## config.mk

```make
export PLATFORM = sky130hd
export DESIGN_NAME = hlik_fifo
export DESIGN_NICKNAME = d
export VERILOG_FILES = /design/src/design/hlik_pkg.sv /design/src/design/hlik_fifo.sv
export SDC_FILE = /design/constraint.sdc
export NUM_CORES = 1
export LEC_CHECK = 0
export ABC_AREA = 1
export BUFFER_PORTS_ARGS = -buffer_cell sky130_fd_sc_hd__buf_2
export CORE_MARGIN = 2
export CORE_UTILIZATION = 30
export CTS_CLUSTER_DIAMETER = 30
export DETAILED_ROUTE_END_ITERATION = 6
export PLACE_DENSITY_LB_ADDON = 0.1
export SETUP_SLACK_MARGIN = 0.2
export SYNTH_ARGS = -nofsm -noshare
export SYNTH_HDL_FRONTEND = slang
export SYNTH_SLANG_ARGS = --single-unit
```

## constraint.sdc

```tcl
create_clock -name clock -period 17.3 [get_ports clock]
set_input_delay 0 -clock clock [delete_from_list [all_inputs] [get_ports clock]]
set_output_delay 0 -clock clock [all_outputs]
set_load 0.02 [all_outputs]
```

## src/design/hlik_pkg.sv

```systemverilog
`default_nettype none
package hlik_pkg;

   localparam int CordicSteps = 16;
   localparam int NumLegs     = 6;

   // Pose as it travels from the front end to the back end.
   typedef struct packed {
      logic signed [15:0] pos_x;
      logic signed [15:0] pos_y;
      logic signed [16:0] pos_z;     // already includes the nominal height
      logic signed [15:0] roll;
      logic signed [15:0] pitch;
      logic signed [15:0] yaw;
      logic        [14:0] height;
   } pose_type;

   typedef logic [NumLegs*16-1:0] legs_type;

   function automatic logic [16:0] atan_q16(input logic [3:0] idx);
      logic [16:0] v;
      unique case (idx)
         4'd0:  v = 17'd51472;
         4'd1:  v = 17'd30385;
         4'd2:  v = 17'd16055;
         4'd3:  v = 17'd8150;
         4'd4:  v = 17'd4091;
         4'd5:  v = 17'd2047;
         4'd6:  v = 17'd1024;
         4'd7:  v = 17'd512;
         4'd8:  v = 17'd256;
         4'd9:  v = 17'd128;
         4'd10: v = 17'd64;
         4'd11: v = 17'd32;
         4'd12: v = 17'd16;
         4'd13: v = 17'd8;
         4'd14: v = 17'd4;
         default: v = 17'd2;
      endcase
      return v;
   endfunction

   // Base anchors, Q4.12, indexed [leg][axis].
   function automatic logic signed [15:0] base_anchor(input int k, input int j);
      logic signed [15:0] t [0:5][0:2];
      t = '{'{-16'sd414, 16'sd3277, 16'sd1024}, '{16'sd414, 16'sd3277, 16'sd1024},
            '{16'sd3043, -16'sd1282, 16'sd1024}, '{16'sd2630, -16'sd1995, 16'sd1024},
            '{-16'sd2634, -16'sd1991, 16'sd1024}, '{-16'sd3047, -16'sd1274, 16'sd1024}};
      return t[3'(k)][2'(j)];
   endfunction

   // Platform anchors, Q4.12, indexed [leg][axis].
   function automatic logic signed [15:0] plat_anchor(input int k, input int j);
      logic signed [15:0] t [0:5][0:2];
      t = '{'{-16'sd2630, 16'sd1995, -16'sd205}, '{16'sd2630, 16'sd1995, -16'sd205},
            '{16'sd3043, 16'sd1282, -16'sd205}, '{16'sd414, -16'sd3277, -16'sd205},
            '{-16'sd414, -16'sd3277, -16'sd205}, '{-16'sd3043, 16'sd1282, -16'sd205}};
      return t[3'(k)][2'(j)];
   endfunction

endpackage
`default_nettype wire

```

## src/design/hlik_fifo.sv

```systemverilog
`default_nettype none
module hlik_fifo
   import hlik_pkg::*;
(
   input  wire logic     clock,
   input  wire logic     reset,
   input  wire logic     in_valid,
   output logic          in_ready,
   input  wire pose_type in_pose,
   output logic          out_valid,
   input  wire logic     out_ready,
   output pose_type      out_pose
);

   pose_type    mem_ff [0:3];
   logic [1:0]  wptr_ff, rptr_ff;
   logic [2:0]  count_ff;
   logic        push, pop;

   assign in_ready  = count_ff != 3'd4;
   assign out_valid = count_ff != 3'd0;
   assign out_pose  = mem_ff[rptr_ff];
   assign push      = in_valid && in_ready;
   assign pop       = out_valid && out_ready;

   always_ff @(posedge clock) begin
      if (reset) begin
         wptr_ff  <= '0;
         rptr_ff  <= '0;
         count_ff <= '0;
      end else begin
         if (push) wptr_ff <= wptr_ff + 2'd1;
         if (pop)  rptr_ff <= rptr_ff + 2'd1;
         count_ff <= count_ff + 3'(push) - 3'(pop);
      end
      if (push) mem_ff[wptr_ff] <= in_pose;
   end

endmodule
`default_nettype wire

```

# [Word level (Yosys, flattened, before mapping)]
# Memory sizes are Yosys's and may differ from the RTL's. A register that Yosys moved wholly into a read port is not among the register bits.
# Index checks and enable logic that the tools add are counted.
[totals] register_bits=7 mem_bits_rw=448 output_inout_bits=114 wordCells=16 memories=1
[op_classes] add_sub_neg=4 n_eq_ne=1 n_mux=4 reduce_logical=3
[memory_table] memory="mem_ff" depth=4 width=112 rd=1 rd_clocked_by_memory_dff=1 wr=1 line="hlik_fifo.sv:15" source="pose_type mem_ff [0:3];"
[ops] op="$add 2x1->2 const B" count=2
[ops] op="$mux 2" count=2
[ops] op="$add 3x1->3" count=1
[ops] op="$ne 3x3->1 const B" count=1
[ops] op="$reduce_bool 3->1" count=1
[ops] op="$sub 3x1->3" count=1
[ops] op="$logic_and 1x1->1" count=2
[ops] op="$mux 1" count=2

# [Logic depth before layout (Yosys ltp)]
# Gate-level depths: netlist of the first run.
[logic_depth] ltp_word=4 mapped_depth=10 ltp_nobuf=10

# [Worst setup path before layout of the first run]
# Ideal clock, no wire load.
[synth_path] path_type="register to register" from="reg count_ff[1]" to="mem mem_ff[0][0] (netlist bit) (enable)" setup_time_ns=0.585 arrival_time_ns=5.551 path_slack_ns=11.164 stages_incl_launch_ff=5 path_buffers=0 synth_period_minus_slack_ns=6.136 cell_sequence="dfxtp_1 nor2_1 nand2_1 nand2_1 nor2_1"
[synth_between] elab_chain_cells=4
[synth_rtl] element="start, declared" line="hlik_fifo.sv:17" source="logic [2:0] count_ff;"
[synth_rtl] element="start signal, assigned" line="hlik_fifo.sv:34" source="count_ff <= count_ff + 3'(push) - 3'(pop);"
[synth_rtl] element="$ne 3x3->1" line="hlik_fifo.sv:20" source="assign in_ready = count_ff != 3'd4;"
[synth_rtl] element="named net in_ready" line="hlik_fifo.sv:8" source="output logic in_ready,"
[synth_rtl] element="$logic_and 1x1->1" line="hlik_fifo.sv:23" source="assign push = in_valid && in_ready;"
[synth_rtl] element="$mux 1" line="hlik_fifo.sv:36" source="if (push) mem_ff[wptr_ff] <= in_pose;"
[synth_rtl] element="$mux 1 (implied by the code)" line="hlik_fifo.sv:36"
[synth_rtl] element="end, declared" line="hlik_fifo.sv:15"
# The timed path passes the listed nets, and every way through them passes these cells.

==> results of run 1 <==
==> layout make-up <==
cell class                 count  area (um^2)  share of cell area (%)
antenna                        2         5.00                  0.0212
clock buffer                 119         2720                    11.5
clock inverter                77          937                    3.96
inverter                      16         68.8                   0.291
multi-input combinational    602         2940                    12.4
sequential                   457        13600                    57.7
tap                          756          946                    4.00
timing repair buffer         357         2390                    10.1
==> path summary, 6_finish.rpt <==
check	startpoint	endpoint	slack, ps	cells after the start
min	in_pose[22]	mem_ff[1][22]$_DFFE_PP_	120	2
min reg2reg	rptr_ff[0]$_SDFFE_PP0P_	rptr_ff[0]$_SDFFE_PP0P_	490	2
max	flip-flop	out_pose[25]	13280	5
max reg2reg	count_ff[1]$_SDFF_PP0_	mem_ff[0][34]$_DFFE_PP_	13780	6
==> state kept, by name, summed over array words and instances (netlist names), named ones only <==
signal    cells
mem_ff      448
count_ff      3
rptr_ff       2
wptr_ff       2
==> cell usage after synthesis (all sizes together) <==
| cell | n |
|---|---|
| o22ai | 112 |
| inv | 16 |
| buf | 31 |
| edfxtp | 448 |
| ha | 6 |
| nand2 | 12 |
| a21oi | 4 |
| nand3 | 3 |
| a21boi | 2 |
| nor2 | 237 |
| o21ai | 225 |
| clkbuf | 42 |
| dfxtp | 9 |
| fa | 1 |
==> through the flow <==
step | cells | hold slack, ps | power [mW] | setup slack (ps) | util [%]
after floorplan | 1148 | 66.7 | 1.91 | 11160 | -
after global placement | 2073 | 209 | 2.19 | 13750 | 33.5
after detailed placement | 2073 | 218 | 2.19 | 13680 | 33.5
after CTS | 2384 | 71.7 | 4.24 | 13170 | 42.0
after global routing | 2384 | 111 | 4.36 | 12940 | 42.0
final | 2386 | 122 | 4.17 | 13280 | 42.0
==> worst max-delay path: cells and delay by family, from the launching register on <==
family	cells	cell delay [ps]
compound gates	2	640
buf+inv	3	1890
flops	1	690
==> kinds of logic after synthesis <==
group	synth area share, %
DFF	79.8
buffers and inverters	3.14
AOI/OAI and AO/OA	10.9
adders and majority gates	0.557
and+or+nand+nor	5.56
==> routing by layer <==
metal  global-route usage (%)  vias to the layer above  share of wire [%]
li1                         -                     5177                  -
met1                     21.5                     5339                 48
met2                     23.4                      272                 46
met3                     3.84                       48                5.2
met4                     5.16                        6                1.3
met5                        0                        -              0.085
==> power by group through the flow <==
stage	Clock, mW	Combinational, mW	Sequential [mW]
global route	2.10	0.852	1.40
CTS	2.04	0.800	1.39
floorplan	0	0.501	1.41
finish	2.00	0.779	1.39
global placement	0	0.776	1.41
detailed placement	0	0.777	1.41
==> what timing repair did <==
item / CTS / global route
hold endpoints to repair: 457 / 0
endpoints found under the setup margin: 0 / 0
hold buffers: 115 / 0
==> impl_summary.txt, run 1 <==
----------------------------------------------------
[Outcome]
  Outcome ... completed

[Timing]
  RSZ-0062 raised after global routing ... no
  Clock period minus worst slack ... 4020 ps
  Tcrit/Tclk final ... 23.2%
  Slew Limit Fails ... 0
  Tightest slew margin relative to the limit ... 22.1%
  Setup TNS Final ... 0 ps
  Final clock skew ... 14.1 ps
  Final Setup Violations ... 0
  Hold Violations, Final ... 0
  Worst-margin pin slew ... 1170 ps
  Highest clock rate ... 249 MHz

[Critical path]
  Critical path's slowest cell ... sky130_fd_sc_hd__buf_4
  Crit-path most repeated cell ... sky130_fd_sc_hd__buf_4
  Crit path arrival time ... 4020 ps
  Critical setup path kind ... reg2out
  Sort of element at the start of the critical path ... flip-flop
  Peak fanout along the critical path ... 90
  Largest stage delay on the critical path ... 830 ps
  CP Data Required Time ... 17300 ps
  Critical path capture point type ... output pin
  CP Cell Sequence ... buf_4, buf_4, o21ai_0, o22ai_1, buf_2

[GRT]
  Total global routing overflow ... 0
  Via count of the first global-routing pass ... 11100
  Overall global routing resource usage ... 15.4%
  Initial antenna violation count ... 4
  Largest net degree at the start of global routing ... 136
  Wire length of the first global-routing pass ... 68800 um

[Synthesis]
  Post-Syn Area ... 17100 um^2
  Seq cells post-synth ... 457
  Proportion of netlist area held by the largest area contributor ... 78.8%
  Avg Synthesized Cell Area ... 14.9 um^2
  Number of warnings issued by yosys ... 0
  Post-synthesis cell type with the largest combined area ... sky130_fd_sc_hd__edfxtp_1
  Number of instances in the synthesized netlist ... 1148
  Leading cell types by total area after synthesis ... sky130_fd_sc_hd__edfxtp_1, sky130_fd_sc_hd__nor2_1, sky130_fd_sc_hd__o21ai_0, sky130_fd_sc_hd__o22ai_1, sky130_fd_sc_hd__o21ai_1
  Seq/Total Area, Yosys ... 79.8%
  Library cells used by synthesis ... 22
  Post-Syn Nets ... 1271

[Detailed routing]
  Total wirelength of the detailed-routed design ... 45700 um
  Detailed-route wire length per cell ... 19.1 um
  Post-detailed-route via-to-cell ratio ... 4.54
  Number of antenna-violating nets in the routed design ... 0
  DRC violation count after routing ... 0
  Length of the first detailed-routing pass in iterations ... 4
  Iteration-0 DRC count of the detailed router ... 540
  Total number of vias ... 10800

[Floorplan]
  Starting density of the core ... 30.3%
  Die area ... 58800 um^2
  Chip width ... 243 um
  Die span in y ... 243 um
  Count of pins on the block boundary ... 230
  Placeable core region ... 56300 um^2
  Core Rows ... 87

[Place]
  Placed instance area ... 18800 um^2
  Gp weighted congestion ... 0.697
  Detailed placement HPWL ... 24700 um
  Port Buf Inserts ... 229

[Clock network]
  Post-CTS repair timing setup buffer count ... 0
  CTS clk-pin slew, worst paths ... 50 ps
  Clock net sink count ... 457
  # resized after CTS ... 0
  Total clock buffers created by CTS ... 107
  Clk Tree Root Cell ... sky130_fd_sc_hd__clkbuf_16
  CTS tree ... built
  Clock H-tree levels ... 3
  Longest Clk Path Bufs ... 3
  Skew-Pair Late Insertion Delay ... 620 ps

[Layout]
  Synth-to-layout area growth ... 38.5%
  Count of fill cells added during filler insertion ... 5262
  Most frequent cells in the layout ... sky130_fd_sc_hd__edfxtp_1, sky130_fd_sc_hd__nor2_1, sky130_fd_sc_hd__buf_2
  Most common library cell in the layout ignoring fill and taps ... sky130_fd_sc_hd__edfxtp_1
  Final net count ... 1664
  Summed area of non-filler cells in the final layout ... 23700 um^2
  Proportion of layout cells with a drive suffix above 1 ... 25.7%

[Power and ir drop]
  Reg power frac ... 33.4%
  Switch Pwr ... 1.22 mW
  Max VDD drop ... 76.2 uV
  Switching part of the total power ... 29.1%
  Lkg Pwr ... 8.48 nW
  P per Cell Area ... 176 nW/um^2
  Clock network fraction of design power ... 48.0%
  P_int ... 2.96 mW
  Part of the total power dissipated in combinational logic ... 18.7%

[Worst hold path]
  Min-delay worst type ... in2reg

[Flow run]
  Maximum Capacitance Violations ... 0

----------------------------------------------------
(Power assumes the default switching activity.)
==> run 2: changes to the inputs <==
==> constraint.sdc (replaced) <==
create_clock -name clock -period 3.2 [get_ports clock]
set_input_delay 0 -clock clock [delete_from_list [all_inputs] [get_ports clock]]
set_output_delay 0 -clock clock [all_outputs]
set_load 0.02 [all_outputs]
==> impl_summary.txt, run 2 (same netlist as run 1, synthesis figures left out) <==
----------------------------------------------------
[Timing]
  Setup TNS Final ... 0 ps (unchanged)
  Clock period minus worst slack ... 2550 ps
  Worst-margin pin slew ... 731 ps (-435 ps)
  Final clock skew ... 15.4 ps (+1.26 ps)
  Tcrit/Tclk final ... 79.5%
  Slew Limit Fails ... 0 (unchanged)
  Final Setup Violations ... 0 (unchanged)
  RSZ-0062 raised after global routing ... no
  Highest clock rate ... 393 MHz
  Hold Violations, Final ... 0 (unchanged)
  Tightest slew margin relative to the limit ... 51.3% (+29 points)

[Critical path]
  CP Data Required Time ... 3200 ps (-14100 ps)
  Peak fanout along the critical path ... 97 (+7.8%)
  CP Cell Sequence ... inv_8, buf_4, o21ai_0, o22ai_1, buf_2
  Largest stage delay on the critical path ... 510 ps (-320 ps)
  Critical path's slowest cell ... sky130_fd_sc_hd__inv_8
  Critical setup path kind ... reg2out
  Sort of element at the start of the critical path ... flip-flop
  Crit path arrival time ... 2550 ps (-1470 ps)
  Critical path capture point type ... output pin

[Power and ir drop]
  Switch Pwr ... 6.42 mW (+430%)
  Lkg Pwr ... 8.44 nW (-0.47%)
  Reg power frac ... 34.5% (+1.1 points)
  Part of the total power dissipated in combinational logic ... 19.4% (+0.7 points)
  Switching part of the total power ... 29.5% (+0.38 points)
  Overall power ... 21.8 mW (+420%)
  P_int ... 15.3 mW (+420%)
  P per Cell Area ... 921 nW/um^2 (+420%)
  Clock network fraction of design power ... 46.1% (-1.9 points)
  Max VDD drop ... 593 uV (+680%)

[Layout]
  Most frequent cells in the layout ... sky130_fd_sc_hd__edfxtp_1, sky130_fd_sc_hd__nor2_1, sky130_fd_sc_hd__buf_2
  Summed area of non-filler cells in the final layout ... 23600 um^2 (about the same)
  N_diodes ... 0 (-2)
  Largest register by flop count ... mem_ff
  Proportion of layout cells with a drive suffix above 1 ... 25.8% (+0.13 points)
  Max FFs per register ... 448 (unchanged)
  Final net count ... 1672 (+0.48%)
  Utilization after layout ... 42.0% (about the same)
  Most common library cell in the layout ignoring fill and taps ... sky130_fd_sc_hd__edfxtp_1
  Synth-to-layout area growth ... 38.4% (about the same)
  Biggest registers after layout ... mem_ff x448, count_ff x3

[Clock network]
  Skew-Pair Late Insertion Delay ... 620 ps (about the same)
  Total clock buffers created by CTS ... 106 (-0.93%)
  Clk Tree Root Cell ... sky130_fd_sc_hd__clkbuf_16
  CTS clk-pin slew, worst paths ... 40 ps (about the same)
  Post-CTS repair timing setup buffer count ... 0 (unchanged)
  Clock net sink count ... 457 (unchanged)
  Clock H-tree levels ... 3 (unchanged)
  Longest Clk Path Bufs ... 3 (unchanged)
  CTS tree ... built

[Floorplan]
  Placeable core region ... 56300 um^2 (unchanged)
  Count of pins on the block boundary ... 230 (unchanged)
  Core Rows ... 87 (unchanged)
  Die area ... 58800 um^2 (unchanged)
  Chip width ... 243 um (unchanged)
  Die span in y ... 243 um (unchanged)
  Starting density of the core ... 30.3% (unchanged)

[Place]
  Gp weighted congestion ... 0.708 (+1.5%)
  Placed instance area ... 19000 um^2 (+1.1%)
  Detailed placement HPWL ... 22100 um (-10%)
  Port Buf Inserts ... 229 (unchanged)

[Detailed routing]
  Length of the first detailed-routing pass in iterations ... 5 (+1)
  Number of antenna-violating nets in the routed design ... 0 (unchanged)
  DRC violation count after routing ... 0 (unchanged)
  Total wirelength of the detailed-routed design ... 43200 um (-5.4%)
  Total number of vias ... 10800 (-0.41%)
  Detailed-route wire length per cell ... 18.1 um (-5.7%)
  Iteration-0 DRC count of the detailed router ... 536 (-0.74%)
  Post-detailed-route via-to-cell ratio ... 4.51 (-0.78%)

[GRT]
  Total global routing overflow ... 0 (unchanged)
  Largest net degree at the start of global routing ... 103 (-24%)
  Via count of the first global-routing pass ... 11300 (+1.5%)
  Initial antenna violation count ... 1 (-3)
  Wire length of the first global-routing pass ... 66300 um (-3.6%)
  Overall global routing resource usage ... 14.7% (-0.71 points)

[Outcome]
  Outcome ... completed

[Flow run]
  Maximum Capacitance Violations ... 0 (unchanged)

[Worst hold path]
  Min-delay worst type ... in2reg

----------------------------------------------------
[run 2: path summary, 6_finish.rpt]
check,from,to,slack [ps],cells after the start
hold / removal,reset,count_ff[0]$_SDFF_PP0_,120,3
hold reg to reg,rptr_ff[0]$_SDFFE_PP0P_,flip-flop,490,2
setup reg to reg,count_ff[1]$_SDFF_PP0_,count_ff[2]$_SDFF_PP0_,1060,10
setup / recovery,flip-flop,out_pose[110],650,5
[run 2: area by class of cell]
class                   instances  area (um^2)
clock inverters                71          649
multi-input cells             602         2940
repair buffers                366         2600
clock buffers                 127         2780
fillers                      5321        32600
flip-flops and latches        457        13600
inverters                      16         70.1
well taps                     756          946
[run 2: power by group through the flow]
stage               clock, mW  sequential (mW)  combinational, mW
floorplan                   0             7.54               2.73
global placement            0             7.61               4.21
detailed placement          0             7.61               4.20
CTS                      10.3             7.51               4.33
global route             10.6             7.56               4.65
finish                   10.0             7.51               4.21
[run 2: through the flow]
step / hold WS [ps] / setup WS (ps) / std cells
finish: 118 / 655 / 2395
global route: 80.8 / 337 / 2395
CTS: 59.3 / 524 / 2395
detailed placement: 195 / 1040 / 2082
global placement: 194 / 1050 / 2082
floorplan: 66.7 / 261 / 1148
[run 2: metal layers]
layer / vias to the layer above / global-route usage [%] / wire [um]
li1: 5183 / - / -
met1: 5279 / 19.0 / 19500
met2: 261 / 23.4 / 20300
met3: 73 / 4.68 / 2470
met4: 2 / 4.80 / 883
met5: - / 0 / 7
[run 2: timing repair]
action                                 in CTS  in global routing
hold buffers                              115                  0
resized for setup                           0                  0
endpoints found under the hold margin     461                  0
[run 2: critical path, delay by kind of cell, from the launching register on]
kind | cells | cell delay (ps)
AOI/OAI and AO/OA | 2 | 270
DFF | 1 | 490
buffers and inverters | 3 | 1130
