`config.mk`:
```
export PLATFORM = sky130hd
export DESIGN_NAME = hlik_front
export DESIGN_NICKNAME = d
export VERILOG_FILES = /design/src/design/hlik_pkg.sv /design/src/design/hlik_front.sv
export SDC_FILE = /design/constraint.sdc
export NUM_CORES = 1
export LEC_CHECK = 0
export ABC_CLOCK_PERIOD_IN_PS = 4500
export BUFFER_PORTS_ARGS = -buffer_cell sky130_fd_sc_hd__buf_2
export CAP_MARGIN = 40
export CORE_MARGIN = 2
export CORE_UTILIZATION = 45
export DETAILED_ROUTE_END_ITERATION = 8
export PLACE_DENSITY = 0.79
export SYNTH_ARGS = -nofsm -noshare
export SYNTH_HDL_FRONTEND = slang
export SYNTH_SLANG_ARGS = --single-unit
```
`constraint.sdc`:
```
create_clock -name clock -period 4.5 [get_ports clock]
set_input_delay 0.225 -clock clock [delete_from_list [all_inputs] [get_ports clock]]
set_output_delay 0.225 -clock clock [all_outputs]
set_load 0.02 [all_outputs]
```
`src/design/hlik_pkg.sv`:
```
`default_nettype none
package hlik_pkg;

   localparam int CordicSteps = 16;
   localparam int NumLegs     = 6;

   // Pose as it travels from the front end to the back end.
   typedef struct packed {
      logic signed [15:0] pos_x;
      logic signed [15:0] pos_y;
      logic signed [16:0] pos_z;     // already includes the nominal height
      logic signed [15:0] roll;
      logic signed [15:0] pitch;
      logic signed [15:0] yaw;
      logic        [14:0] height;
   } pose_type;

   typedef logic [NumLegs*16-1:0] legs_type;

   function automatic logic [16:0] atan_q16(input logic [3:0] idx);
      logic [16:0] v;
      unique case (idx)
         4'd0:  v = 17'd51472;
         4'd1:  v = 17'd30385;
         4'd2:  v = 17'd16055;
         4'd3:  v = 17'd8150;
         4'd4:  v = 17'd4091;
         4'd5:  v = 17'd2047;
         4'd6:  v = 17'd1024;
         4'd7:  v = 17'd512;
         4'd8:  v = 17'd256;
         4'd9:  v = 17'd128;
         4'd10: v = 17'd64;
         4'd11: v = 17'd32;
         4'd12: v = 17'd16;
         4'd13: v = 17'd8;
         4'd14: v = 17'd4;
         default: v = 17'd2;
      endcase
      return v;
   endfunction

   // Base anchors, Q4.12, indexed [leg][axis].
   function automatic logic signed [15:0] base_anchor(input int k, input int j);
      logic signed [15:0] t [0:5][0:2];
      t = '{'{-16'sd414, 16'sd3277, 16'sd1024}, '{16'sd414, 16'sd3277, 16'sd1024},
            '{16'sd3043, -16'sd1282, 16'sd1024}, '{16'sd2630, -16'sd1995, 16'sd1024},
            '{-16'sd2634, -16'sd1991, 16'sd1024}, '{-16'sd3047, -16'sd1274, 16'sd1024}};
      return t[3'(k)][2'(j)];
   endfunction

   // Platform anchors, Q4.12, indexed [leg][axis].
   function automatic logic signed [15:0] plat_anchor(input int k, input int j);
      logic signed [15:0] t [0:5][0:2];
      t = '{'{-16'sd2630, 16'sd1995, -16'sd205}, '{16'sd2630, 16'sd1995, -16'sd205},
            '{16'sd3043, 16'sd1282, -16'sd205}, '{16'sd414, -16'sd3277, -16'sd205},
            '{-16'sd414, -16'sd3277, -16'sd205}, '{-16'sd3043, 16'sd1282, -16'sd205}};
      return t[3'(k)][2'(j)];
   endfunction

endpackage
`default_nettype wire

```
`src/design/hlik_front.sv`:
```
`default_nettype none
module hlik_front
   import hlik_pkg::*;
(
   input  wire logic         clock,
   input  wire logic         reset,
   input  wire logic         csr_we,
   input  wire logic [14:0]  csr_wdata,
   input  wire logic         in_valid,
   output logic              in_ready,
   input  wire logic [95:0]  in_data,
   output logic              out_valid,
   input  wire logic         out_ready,
   output pose_type          out_pose
);

   logic [14:0] height_ff;
   logic        valid_ff;
   pose_type    pose_ff;
   pose_type    pose_in;

   assign in_ready  = !valid_ff || out_ready;
   assign out_valid = valid_ff;
   assign out_pose  = pose_ff;

   always_comb begin
      pose_in.pos_x  = in_data[15:0];
      pose_in.pos_y  = in_data[31:16];
      pose_in.pos_z  = 17'($signed(in_data[47:32])) + 17'($signed({1'b0, height_ff}));
      pose_in.roll   = in_data[63:48];
      pose_in.pitch  = in_data[79:64];
      pose_in.yaw    = in_data[95:80];
      pose_in.height = height_ff;
   end

   always_ff @(posedge clock) begin
      if (reset) begin
         height_ff <= 15'd8192;
         valid_ff  <= 1'b0;
      end else begin
         if (csr_we) height_ff <= csr_wdata;
         if (in_ready) valid_ff <= in_valid;
      end
      if (in_valid && in_ready) pose_ff <= pose_in;
   end

endmodule
`default_nettype wire

```
== Yosys cells after proc, flatten, opt, wreduce, memory -nomap -nowiden ==
Index checks and enable logic that the tools add are counted.
Word-level totals
  register bits after elaboration: 128
  output and inout bits: 114
  bits of input ports: 116
Operators by class
  $add $sub $neg: 1
  reductions and logical operators: 3
Operators with widths (number)
  $add 16x16->17: 1
  $logic_and 1x1->1: 1
  $logic_not 1->1: 1
  $logic_or 1x1->1: 1

== Longest topological paths before layout ==
Gate-level depths: netlist of the first run.
  depth in word-level cells: 3
  gate-level depth with buffers: 7
  gate-level depth less buffers: 7

== Least setup slack after synthesis of the first run ==
No wires, ideal clock.
  path kind: register -> register
  start: register valid_ff, in the netlist out_valid
  end: register pose_ff (netlist bit out_pose[0]) (enable)
  setup slack: 0.776 ns
  clock period less this slack: 3.724 ns
  data required time: 4.016 ns
  library setup time: 0.484 ns
  stages on the path, launching flop included: 3
  arrival time: 3.241 ns
  cell sequence: dfxtp_1 > nand2b_1 > and2_1
On the way
  cells in the longest elaborated chain, start to end: 3
Ends and longest elaborated chain
  start, declared: line hlik_front.sv:18  | logic valid_ff;
  start signal, assigned: line hlik_front.sv:42  | if (in_ready) valid_ff <= in_valid;
  $logic_not 1->1: line hlik_front.sv:22  | assign in_ready = !valid_ff || out_ready;
  $logic_or 1x1->1: line hlik_front.sv:22
  named net in_ready: line hlik_front.sv:10  | output logic in_ready,
  $logic_and 1x1->1: line hlik_front.sv:44  | if (in_valid && in_ready) pose_ff <= pose_in;
  end signal, assigned: line hlik_front.sv:44
  end, declared: line hlik_front.sv:19  | pose_type pose_ff;
The timed path passes the listed nets, and every way through them passes these cells.
A chain may end at the register's enable or synchronous reset.

==> results.toml, run 1 <==
[outcome]
status = "complete, no violations"

[critical_path]
arrival_ns = 2.30
path_class = "reg2reg"
cp_slowest_stage_delay_ns = 0.42
path_buf_inv = 0
path_max_fanout = 4
start_kind = "register"
cp_slowest_cell = "fa_1"
crit_family = "adder cells"
cp.required_ns = 4.76
cp_cell_sequence = "ha_1, fa_1, a21o_1, nand3_1, a31o_2, o21ai_0, xor2_1"
endpoint_kind = "register"

[yosys]
async_reset_ff_share_pct = 0
ys.flop_type = "edfxtp_1"
synth_cell_type_count = 36
yosysWarningCount = 0
synth_edf_count = 112
synth_area_per_cell_um2 = 17.7
synth_fp_nets = 395
synth_top_area_share_pct = 72.1
syn_area_um2 = 4670
yosysTopAreaCell = "edfxtp_1"
synth_cells = 263
yosys-top-cells-area = "edfxtp_1, dfxtp_1, ha_1, mux2i_1, xor2_1"
synth-seq-area-share_pct = 78.9
ys_ff_latch = 128

[floorplan]
dieArea_um2 = 11200
core_um2 = 10200
fp-row-count = 37
io_pins = 230
initial_core_util_pct = 45.8
fp.dieH_um = 106
fp.dieW_um = 106

[route]
wl_per_cell_um = 21.3
firstDrtPassIters = 4
num_vias = 3821
drc = 0
via_per_inst = 5.09
ant_nets = 0
wl_um = 16000
drt-initial-drc-count = 245

[power]
p_int_mw = 2.37
fin_total_pwr_mw = 3.18
comb_power_share_pct = 14.0
clock_power_share_pct = 41.3
leakagePower_nw = 3.30
ir_drop_v = 0.000221
sw_frac_of_total_pct = 25.6
power_frac_seq_pct = 44.7
power_switching_mw = 0.814
power.density_nw_per_um2 = 424

[layout]
area_growth_pct = 60.9
seqCellArea_um2 = 3680
nFillCells = 631
multiInputGateArea_um2 = 943
drive_above_1_share_pct = 43.2
fin_util_pct = 73.7
fin_nets = 733
instances_no_fill = 750
diodes = 0

[sta]
period_minus_slack_ns = 2.04
finClkSkew_ns = 0.0107
finalSetupViolations = 0
worstMarginPinSlew_ns = 0.523
hold_viol_final = 0
rsz0062_at_grt = "no"
fmax_mhz = 490
fin_crit_sh_pct = 45.3
fin_setup_tns_ns = 0
slew_violations = 0
holdWs_ns = 0.0167
slew_headroom_pct = 65.1

[grt]
grt_overflow_total = 0
grt_max_degree = 51
grt_pass1_wl_um = 23400
grt_pass1_vias = 3952
antenna_found_initial = 0
grtUsageTotal_pct = 28.9

[clock_network]
cts-root-buf = "clkbuf_8"
insertion_delay_ns = 0.51
cts_max_level = 4
numCtsBuffers = 17
cts_sinks = 128
cts.clk_slew.worst_paths_ns = 0.06
post_cts_buffers = 0
clock_path_buffers = 2
cts_tree = "yes"

[placement]
gp_congestion = 0.833
hpwl_um = 8690
dp.cells = 622
place.port_buffers = 229

[job]
drv_cap = 0

[min_path]
hold_path.class = "in2reg"
==> sequential cells by signal, summed over array words and instances (netlist names) <==
| signal | flops |
|---|---|
| out_valid | 1 |
| height_ff | 15 |
| out_pose | 112 |
==> cell type report <==
| type | instances | area share [%] |
|---|---|---|
| Sequential cell | 128 | 49.1 |
| Timing Repair Buffer | 327 | 28.5 |
| Multi-Input combinational cell | 125 | 12.6 |
| Clock buffer | 19 | 5.62 |
| Tap cell | 136 | 2.27 |
| Clock inverter | 13 | 1.83 |
| Inverter | 2 | 0.100 |
==> placed cells by master, fill, tap and decap left out, types with 4 or more instances in the layout <==
cell / n
a21o_1: 5
a21oi_1: 13
and3_1: 4
buf_2: 229
clkbuf_16: 16
clkinv_4: 4
dfxtp_1: 16
dlygate4sd3_1: 96
edfxtp_1: 112
ha_1: 15
mux2i_1: 15
nand2_1: 7
nand3_1: 5
nor2_1: 16
o21ai_0: 5
xnor2_1: 4
xor2_1: 9
==> worst reg2reg max path, stage by stage, from the launching register on <==
cell     delay (ns)
dfxtp_1        0.32
ha_1           0.22
fa_1           0.42
a21o_1         0.22
nand3_1        0.10
a31o_2         0.23
o21ai_0        0.12
xor2_1         0.15
==> routing by layer <==
layer | up-vias | track usage [%] | routed length, µm
met5 | - | 0 | 0
met3 | 50 | 10.3 | 1440
met2 | 244 | 48.8 | 8040
li1 | 1692 | - | -
met4 | 0 | 14.9 | 612
met1 | 1835 | 32.2 | 5860
==> repair_timing <==
| action | 4_1_cts | 5_1_grt |
|---|---|---|
| hold buffers | 96 | 0 |
| endpoints found under the setup margin | 0 | 0 |
| gates resized for setup | 0 | 0 |
| endpoints found under the hold margin | 96 | 0 |
==> cells by family (layout without fill, tap and decap cells) <==
group                      count (synthesis)  in the layout  share of synthesized area [%]
DFF                                      128            128                           78.9
muxes                                     15             15                           3.22
adders and majority gates                 16             16                           4.45
buffers and inverters                     10            361                          0.885
AOI/OAI and AO/OA                         42             42                           6.11
and+or+nand+nor                           39             39                           3.94
xor gates and xnor gates                  13             13                           2.44
==> power groups by stage <==
stage / combinational (mW) / clock, mW / sequential [mW]
2_1_floorplan: 0.115 / 0 / 1.54
3_3_place_gp: 0.351 / 0 / 1.44
3_5_place_dp: 0.361 / 0 / 1.44
4_1_cts: 0.431 / 1.30 / 1.42
5_1_grt: 0.471 / 1.38 / 1.43
6_report: 0.445 / 1.31 / 1.42
==> synth_stat cells, types with 3 or more instances <==
master	n
dfxtp_1	16
and3_1	4
edfxtp_1	112
a211oi_1	3
o21ai_0	5
clkbuf_1	5
o21a_1	3
xnor2_1	4
ha_1	15
nand3_1	5
nand2_1	7
buf_2	3
a21oi_1	13
a21o_1	5
xor2_1	9
nor2_1	16
mux2i_1	15
==> path summary, 6_finish.rpt <==
path	start	endpoint	slack, ns	cells after the start
setup / recovery	height_ff[0]	out_pose[77]	2.46	7
hold / removal	in_data[32]	out_pose[63]	0.02	2
setup reg to reg	height_ff[0]	out_pose[77]	2.46	7
hold reg to reg	height_ff[10]	out_pose[10]	0.46	0
==> per-stage QoR <==
| step | setup slack (ns) | instance area [µm²] |
|---|---|---|
| after detailed placement | 2.44 | 5990 |
| after global placement | 2.37 | 5960 |
| after floorplan | 0.776 | 4670 |
| final | 2.46 | 7510 |
| after global routing | 2.39 | 7510 |
| after CTS | 2.47 | 7510 |
Note: power is estimated with default switching activity, not from simulation.
==> run 2, diff against run 1 <==
--- a/config.mk
+++ b/config.mk
@@ -5,7 +5,7 @@
 export SDC_FILE = /design/constraint.sdc
 export NUM_CORES = 1
 export LEC_CHECK = 0
-export ABC_CLOCK_PERIOD_IN_PS = 4500
+export ABC_CLOCK_PERIOD_IN_PS = 1890
 export BUFFER_PORTS_ARGS = -buffer_cell sky130_fd_sc_hd__buf_2
 export CAP_MARGIN = 40
 export CORE_MARGIN = 2
==> constraint.sdc (replaced) <==
create_clock -name clock -period 1.89 [get_ports clock]
set_input_delay 0.0945 -clock clock [delete_from_list [all_inputs] [get_ports clock]]
set_output_delay 0.0945 -clock clock [all_outputs]
set_load 0.02 [all_outputs]
==> results.toml, run 2 (synthesis gave the netlist of run 1 again) <==
[critical_path]
cp_slowest_cell = "dfxtp_2"
reg2reg_depth = 7
cp_slowest_stage_delay_ns = 0.34
cp_num_cells = 7
r2r_start = "height_ff[1]"
path_class = "reg2reg"
cp.required_ns = 2.15
start_kind = "register"
crit_family = "compound AO/OA/AOI/OAI gates"
endpoint_kind = "register"
startpoint = "height_ff[1]"
arrival_ns = 2.14
path_max_fanout = 4
cp_cell_sequence = "ha_1, a211oi_4, o21ai_2, buf_4, a211oi_2, mux2i_1, and3_1"
path_buf_inv = 1

[sta]
finClkSkew_ns = 0.0120
hold_viol_final = 0
rsz0062_at_grt = "yes"
fin_setup_tns_ns = 0
fin_crit_sh_pct = 99.3
slew_violations = 0
slew_headroom_pct = 65.7
final.setup.worst_slack_ns = 0.0129
finalSetupViolations = 0
fmax_mhz = 533
holdWs_ns = 0.0899
period_minus_slack_ns = 1.88
worstMarginPinSlew_ns = 0.515

[min_path]
hp-start = "in_data[38]"
hold_path.class = "in2reg"
hold_path_depth = 3

[floorplan]
fp-row-count = 37
io_pins = 230
fp.dieW_um = 106
fp.dieH_um = 106
dieArea_um2 = 11200
core_um2 = 10200
initial_core_util_pct = 45.8

[placement]
place.port_buffers = 229
gp_congestion = 0.857
hpwl_um = 9100
place_ws_ns = -0.0878

[grt]
grt_pass1_vias = 4070
grt_max_degree = 54
antenna_found_initial = 1
grt_overflow_total = 0
grt_pass1_wl_um = 23800
grtUsageTotal_pct = 29.4

[clock_network]
insertion_delay_ns = 0.51
cts.clk_slew.worst_paths_ns = 0.06
numCtsBuffers = 17
cts_sinks = 128
cts_max_level = 4
cts-root-buf = "clkbuf_8"
cts_tree = "yes"
clock_path_buffers = 2

[layout]
drive_above_1_share_pct = 46.2
mostFrequentLayoutCells = "buf_2, dlygate4sd3_1, edfxtp_1, nor2_1, clkbuf_16"
largest_reg_flops = 112
area_growth_pct = 71.2
final_common_cell = "buf_2"
diodes = 0
fin_util_pct = 78.4
fin_nets = 766

[route]
ant_nets = 0
wl_um = 16300
drc = 0
via_per_inst = 5.02
wl_per_cell_um = 20.8
drt-initial-drc-count = 277
firstDrtPassIters = 4
num_vias = 3929

[job]
drv_cap = 0

[outcome]
status = "complete, no violations"

[power]
leakagePower_nw = 3.51
ir_drop_v = 0.000692
fin_total_pwr_mw = 7.88
power.density_nw_per_um2 = 987
==> run 2: worst paths after layout <==
path,end,slack [ns]
max,out_pose[76],0.01
min,out_pose[69],0.09
max reg2reg,out_pose[76],0.01
min reg2reg,out_pose[10],0.47
==> run 2: final cells by class <==
class	count	area [µm²]
flip-flops and latches	128	3690
repair buffers	360	2450
fillers	595	2200
multi-input cells	125	1070
clock buffers	18	418
clock inverters	14	179
well taps	136	170
inverters	2	7.51
==> run 2: report_power, final <==
part	switching (mW)	leakage, nW	internal [mW]
Sequential	0.0788	1.22	3.31
Clock	1.28	0.283	2.03
Combinational	0.645	2.00	0.535
==> run 2: per-layer routing <==
layer	vias up	wire length [µm]	GRT usage (%)
met5	-	19	0
met4	2	912	16.8
met3	61	1370	11.3
met2	226	8260	49.4
met1	1887	5740	31.6
li1	1753	-	-
==> run 2: stage by stage <==
| stage | std cells | instance area (µm²) |
|---|---|---|
| 6_report | 783 | 7990 |
| 5_1_grt | 783 | 7990 |
| 4_1_cts | 781 | 7890 |
| 3_5_place_dp | 633 | 6090 |
| 3_3_place_gp | 633 | 6090 |
| 2_1_floorplan | 263 | 4680 |
==> run 2: tightest hold or removal path, stage by stage <==
cell,delay (ns)
buf_2,0.08
ha_1,0.19
xnor2_1,0.12
==> run 2: what timing repair did <==
item                                    in CTS  in global routing
endpoints found under the hold margin      100                  0
pin swaps                                    3                  5
endpoints found under the setup margin       8                  9
gates cloned                                 0                  0
setup buffers                                2                  2
hold buffers                               114                  0
gates resized for setup                      6                 15
==> run 3, diff against run 2 <==
--- a/config.mk
+++ b/config.mk
@@ -5,12 +5,12 @@
 export SDC_FILE = /design/constraint.sdc
 export NUM_CORES = 1
 export LEC_CHECK = 0
-export ABC_CLOCK_PERIOD_IN_PS = 1890
 export BUFFER_PORTS_ARGS = -buffer_cell sky130_fd_sc_hd__buf_2
 export CAP_MARGIN = 40
 export CORE_MARGIN = 2
 export CORE_UTILIZATION = 45
 export DETAILED_ROUTE_END_ITERATION = 8
+export GPL_TIMING_DRIVEN = 0
 export PLACE_DENSITY = 0.79
 export SYNTH_ARGS = -nofsm -noshare
 export SYNTH_HDL_FRONTEND = slang
==> constraint.sdc (replaced) <==
create_clock -name clock -period 1.74 [get_ports clock]
set_input_delay 0.087 -clock clock [delete_from_list [all_inputs] [get_ports clock]]
set_output_delay 0.087 -clock clock [all_outputs]
set_load 0.02 [all_outputs]
==> results.toml, run 3 (synthesis gave the netlist of run 1 again) <==
[sta]
fin_crit_sh_pct = 103
finalSetupViolations = 7
fmax_mhz = 555
period_minus_slack_ns = 1.80
final.setup.worst_slack_ns = -0.0608
worstMarginPinSlew_ns = 0.685
holdWs_ns = 0.0363
slew_violations = 0
rsz0062_at_grt = "yes"
hold_viol_final = 0
finClkSkew_ns = 0.00604
fin_setup_tns_ns = -0.279
slew_headroom_pct = 54.3

[critical_path]
arrival_ns = 2.04
reg2reg_depth = 7
cp.required_ns = 1.98
endpoint_kind = "register"
start_kind = "register"
startpoint = "height_ff[0]"
ff2ff_setup_slack_ns = -0.06
rr_endpoint = "out_pose[73]"
path_class = "reg2reg"
path_max_fanout = 4
r2r_start = "height_ff[0]"
endpoint = "out_pose[73]"

[layout]
instances_no_fill = 772
mostFrequentLayoutCells = "buf_2, edfxtp_1, dlygate4sd3_1, nor2_1, clkbuf_16"
drive_above_1_share_pct = 49.9
fin_nets = 754
nFillCells = 581
fin_util_pct = 78.1
largest_reg_flops = 112
final_common_cell = "buf_2"
area_growth_pct = 70.4

[clock_network]
cts.clk_slew.worst_paths_ns = 0.06
clock_path_buffers = 2
cts_sinks = 128
cts-root-buf = "clkbuf_8"
numCtsBuffers = 17
cts_tree = "yes"
cts_max_level = 4
insertion_delay_ns = 0.49

[min_path]
hold_path.class = "in2reg"

[outcome]
violations = "setup timing"
status = "finished with violations"

[route]
wl_per_cell_um = 20.5
drt-initial-drc-count = 348
via_per_inst = 5.06
ant_nets = 0
wl_um = 15800
num_vias = 3909
drc = 0
firstDrtPassIters = 5

[placement]
hpwl_um = 8220
gp_congestion = 0.781
dp.cells = 627
place.port_buffers = 227

[grt]
grt_max_degree = 71
antenna_found_initial = 2
grt_pass1_vias = 4039
grt_pass1_wl_um = 23100
grtUsageTotal_pct = 28.1
grt_overflow_total = 0

[floorplan]
io_pins = 230
dieArea_um2 = 11200
core_um2 = 10200
fp.dieW_um = 106
fp-row-count = 37
initial_core_util_pct = 45.8
fp.dieH_um = 106

[power]
power.density_nw_per_um2 = 1040
ir_drop_v = 0.000856
leakagePower_nw = 3.40

[job]
drv_cap = 0
## run 3: cell types whose count changed in the layout (fill, tap and decap cells not counted), sizes merged
cell         change
buf              -6
and2             +1
diode            +1
inv              -2
bufinv           -1
clkbuf           +2
clkinvlp         +3
dlygate4sd3      -9
## run 3: layout make-up
cell class	instances	area, µm²	share of cell area [%]
Buffer	4	17.5	0.220
Clock inverter	14	141	1.78
Inverter	2	7.51	0.0944
Sequential cell	128	3700	46.6
Antenna cell	1	2.50	0.0315
Multi-Input combinational cell	126	1200	15.1
Clock buffer	18	418	5.26
Timing Repair Buffer	343	2290	28.8
Tap cell	136	170	2.14
## run 3: per-layer routing
| layer | GRT usage, % | part of all wire (%) | vias up |
|---|---|---|---|
| met1 | 32.6 | 37 | 1916 |
| li1 | - | - | 1729 |
| met2 | 49.5 | 52 | 230 |
| met4 | 11.6 | 3.1 | 2 |
| met3 | 7.42 | 8.1 | 32 |
| met5 | 0 | 0.082 | - |
## run 3: worst min path at each step
| stage | slack (ns) | depth (start not counted) | start | endpoint |
|---|---|---|---|---|
| floorplan | 0.19 | 0 | in_data[4] | out_pose[100] |
| global route | 0.03 | 2 | in_data[33] | out_pose[64] |
| global placement | 0.26 | 1 | in_data[58] | out_pose[57] |
| CTS | 0.01 | 2 | in_data[33] | out_pose[64] |
| detailed placement | 0.27 | 1 | in_data[12] | out_pose[108] |
| finish | 0.04 | 2 | in_data[33] | out_pose[64] |
## run 3: power by group
part | internal [mW] | switching (mW)
registers | 3.60 | 0.0829
logic | 0.586 | 0.708
clock network | 2.03 | 1.30
## run 3: through the flow
stage / power, mW / worst slack, ns / instance area (µm²)
global placement: 4.63 / -0.219 / 6010
CTS: 8.23 / -0.0469 / 7900
finish: 8.30 / -0.0608 / 7950
floorplan: 4.26 / 0.00792 / 4700
global route: 8.57 / -0.122 / 7950
detailed placement: 4.66 / -0.244 / 6030
## run 3: worst max-delay path, cell delays in order, from the launching register on
cell	delay [ns]
dfxtp_2	0.33
ha_4	0.16
fa_2	0.34
a21o_1	0.19
nand3_2	0.09
a31o_4	0.20
o21bai_1	0.09
xor2_1	0.14
## run 3: repair_timing
item	4_1_cts	5_1_grt
setup buffers	7	3
setup endpoints to repair	10	81
hold buffers	109	0
cloned	0	1
resized for setup	35	14
endpoints found under the hold margin	99	0
pin swaps	10	1
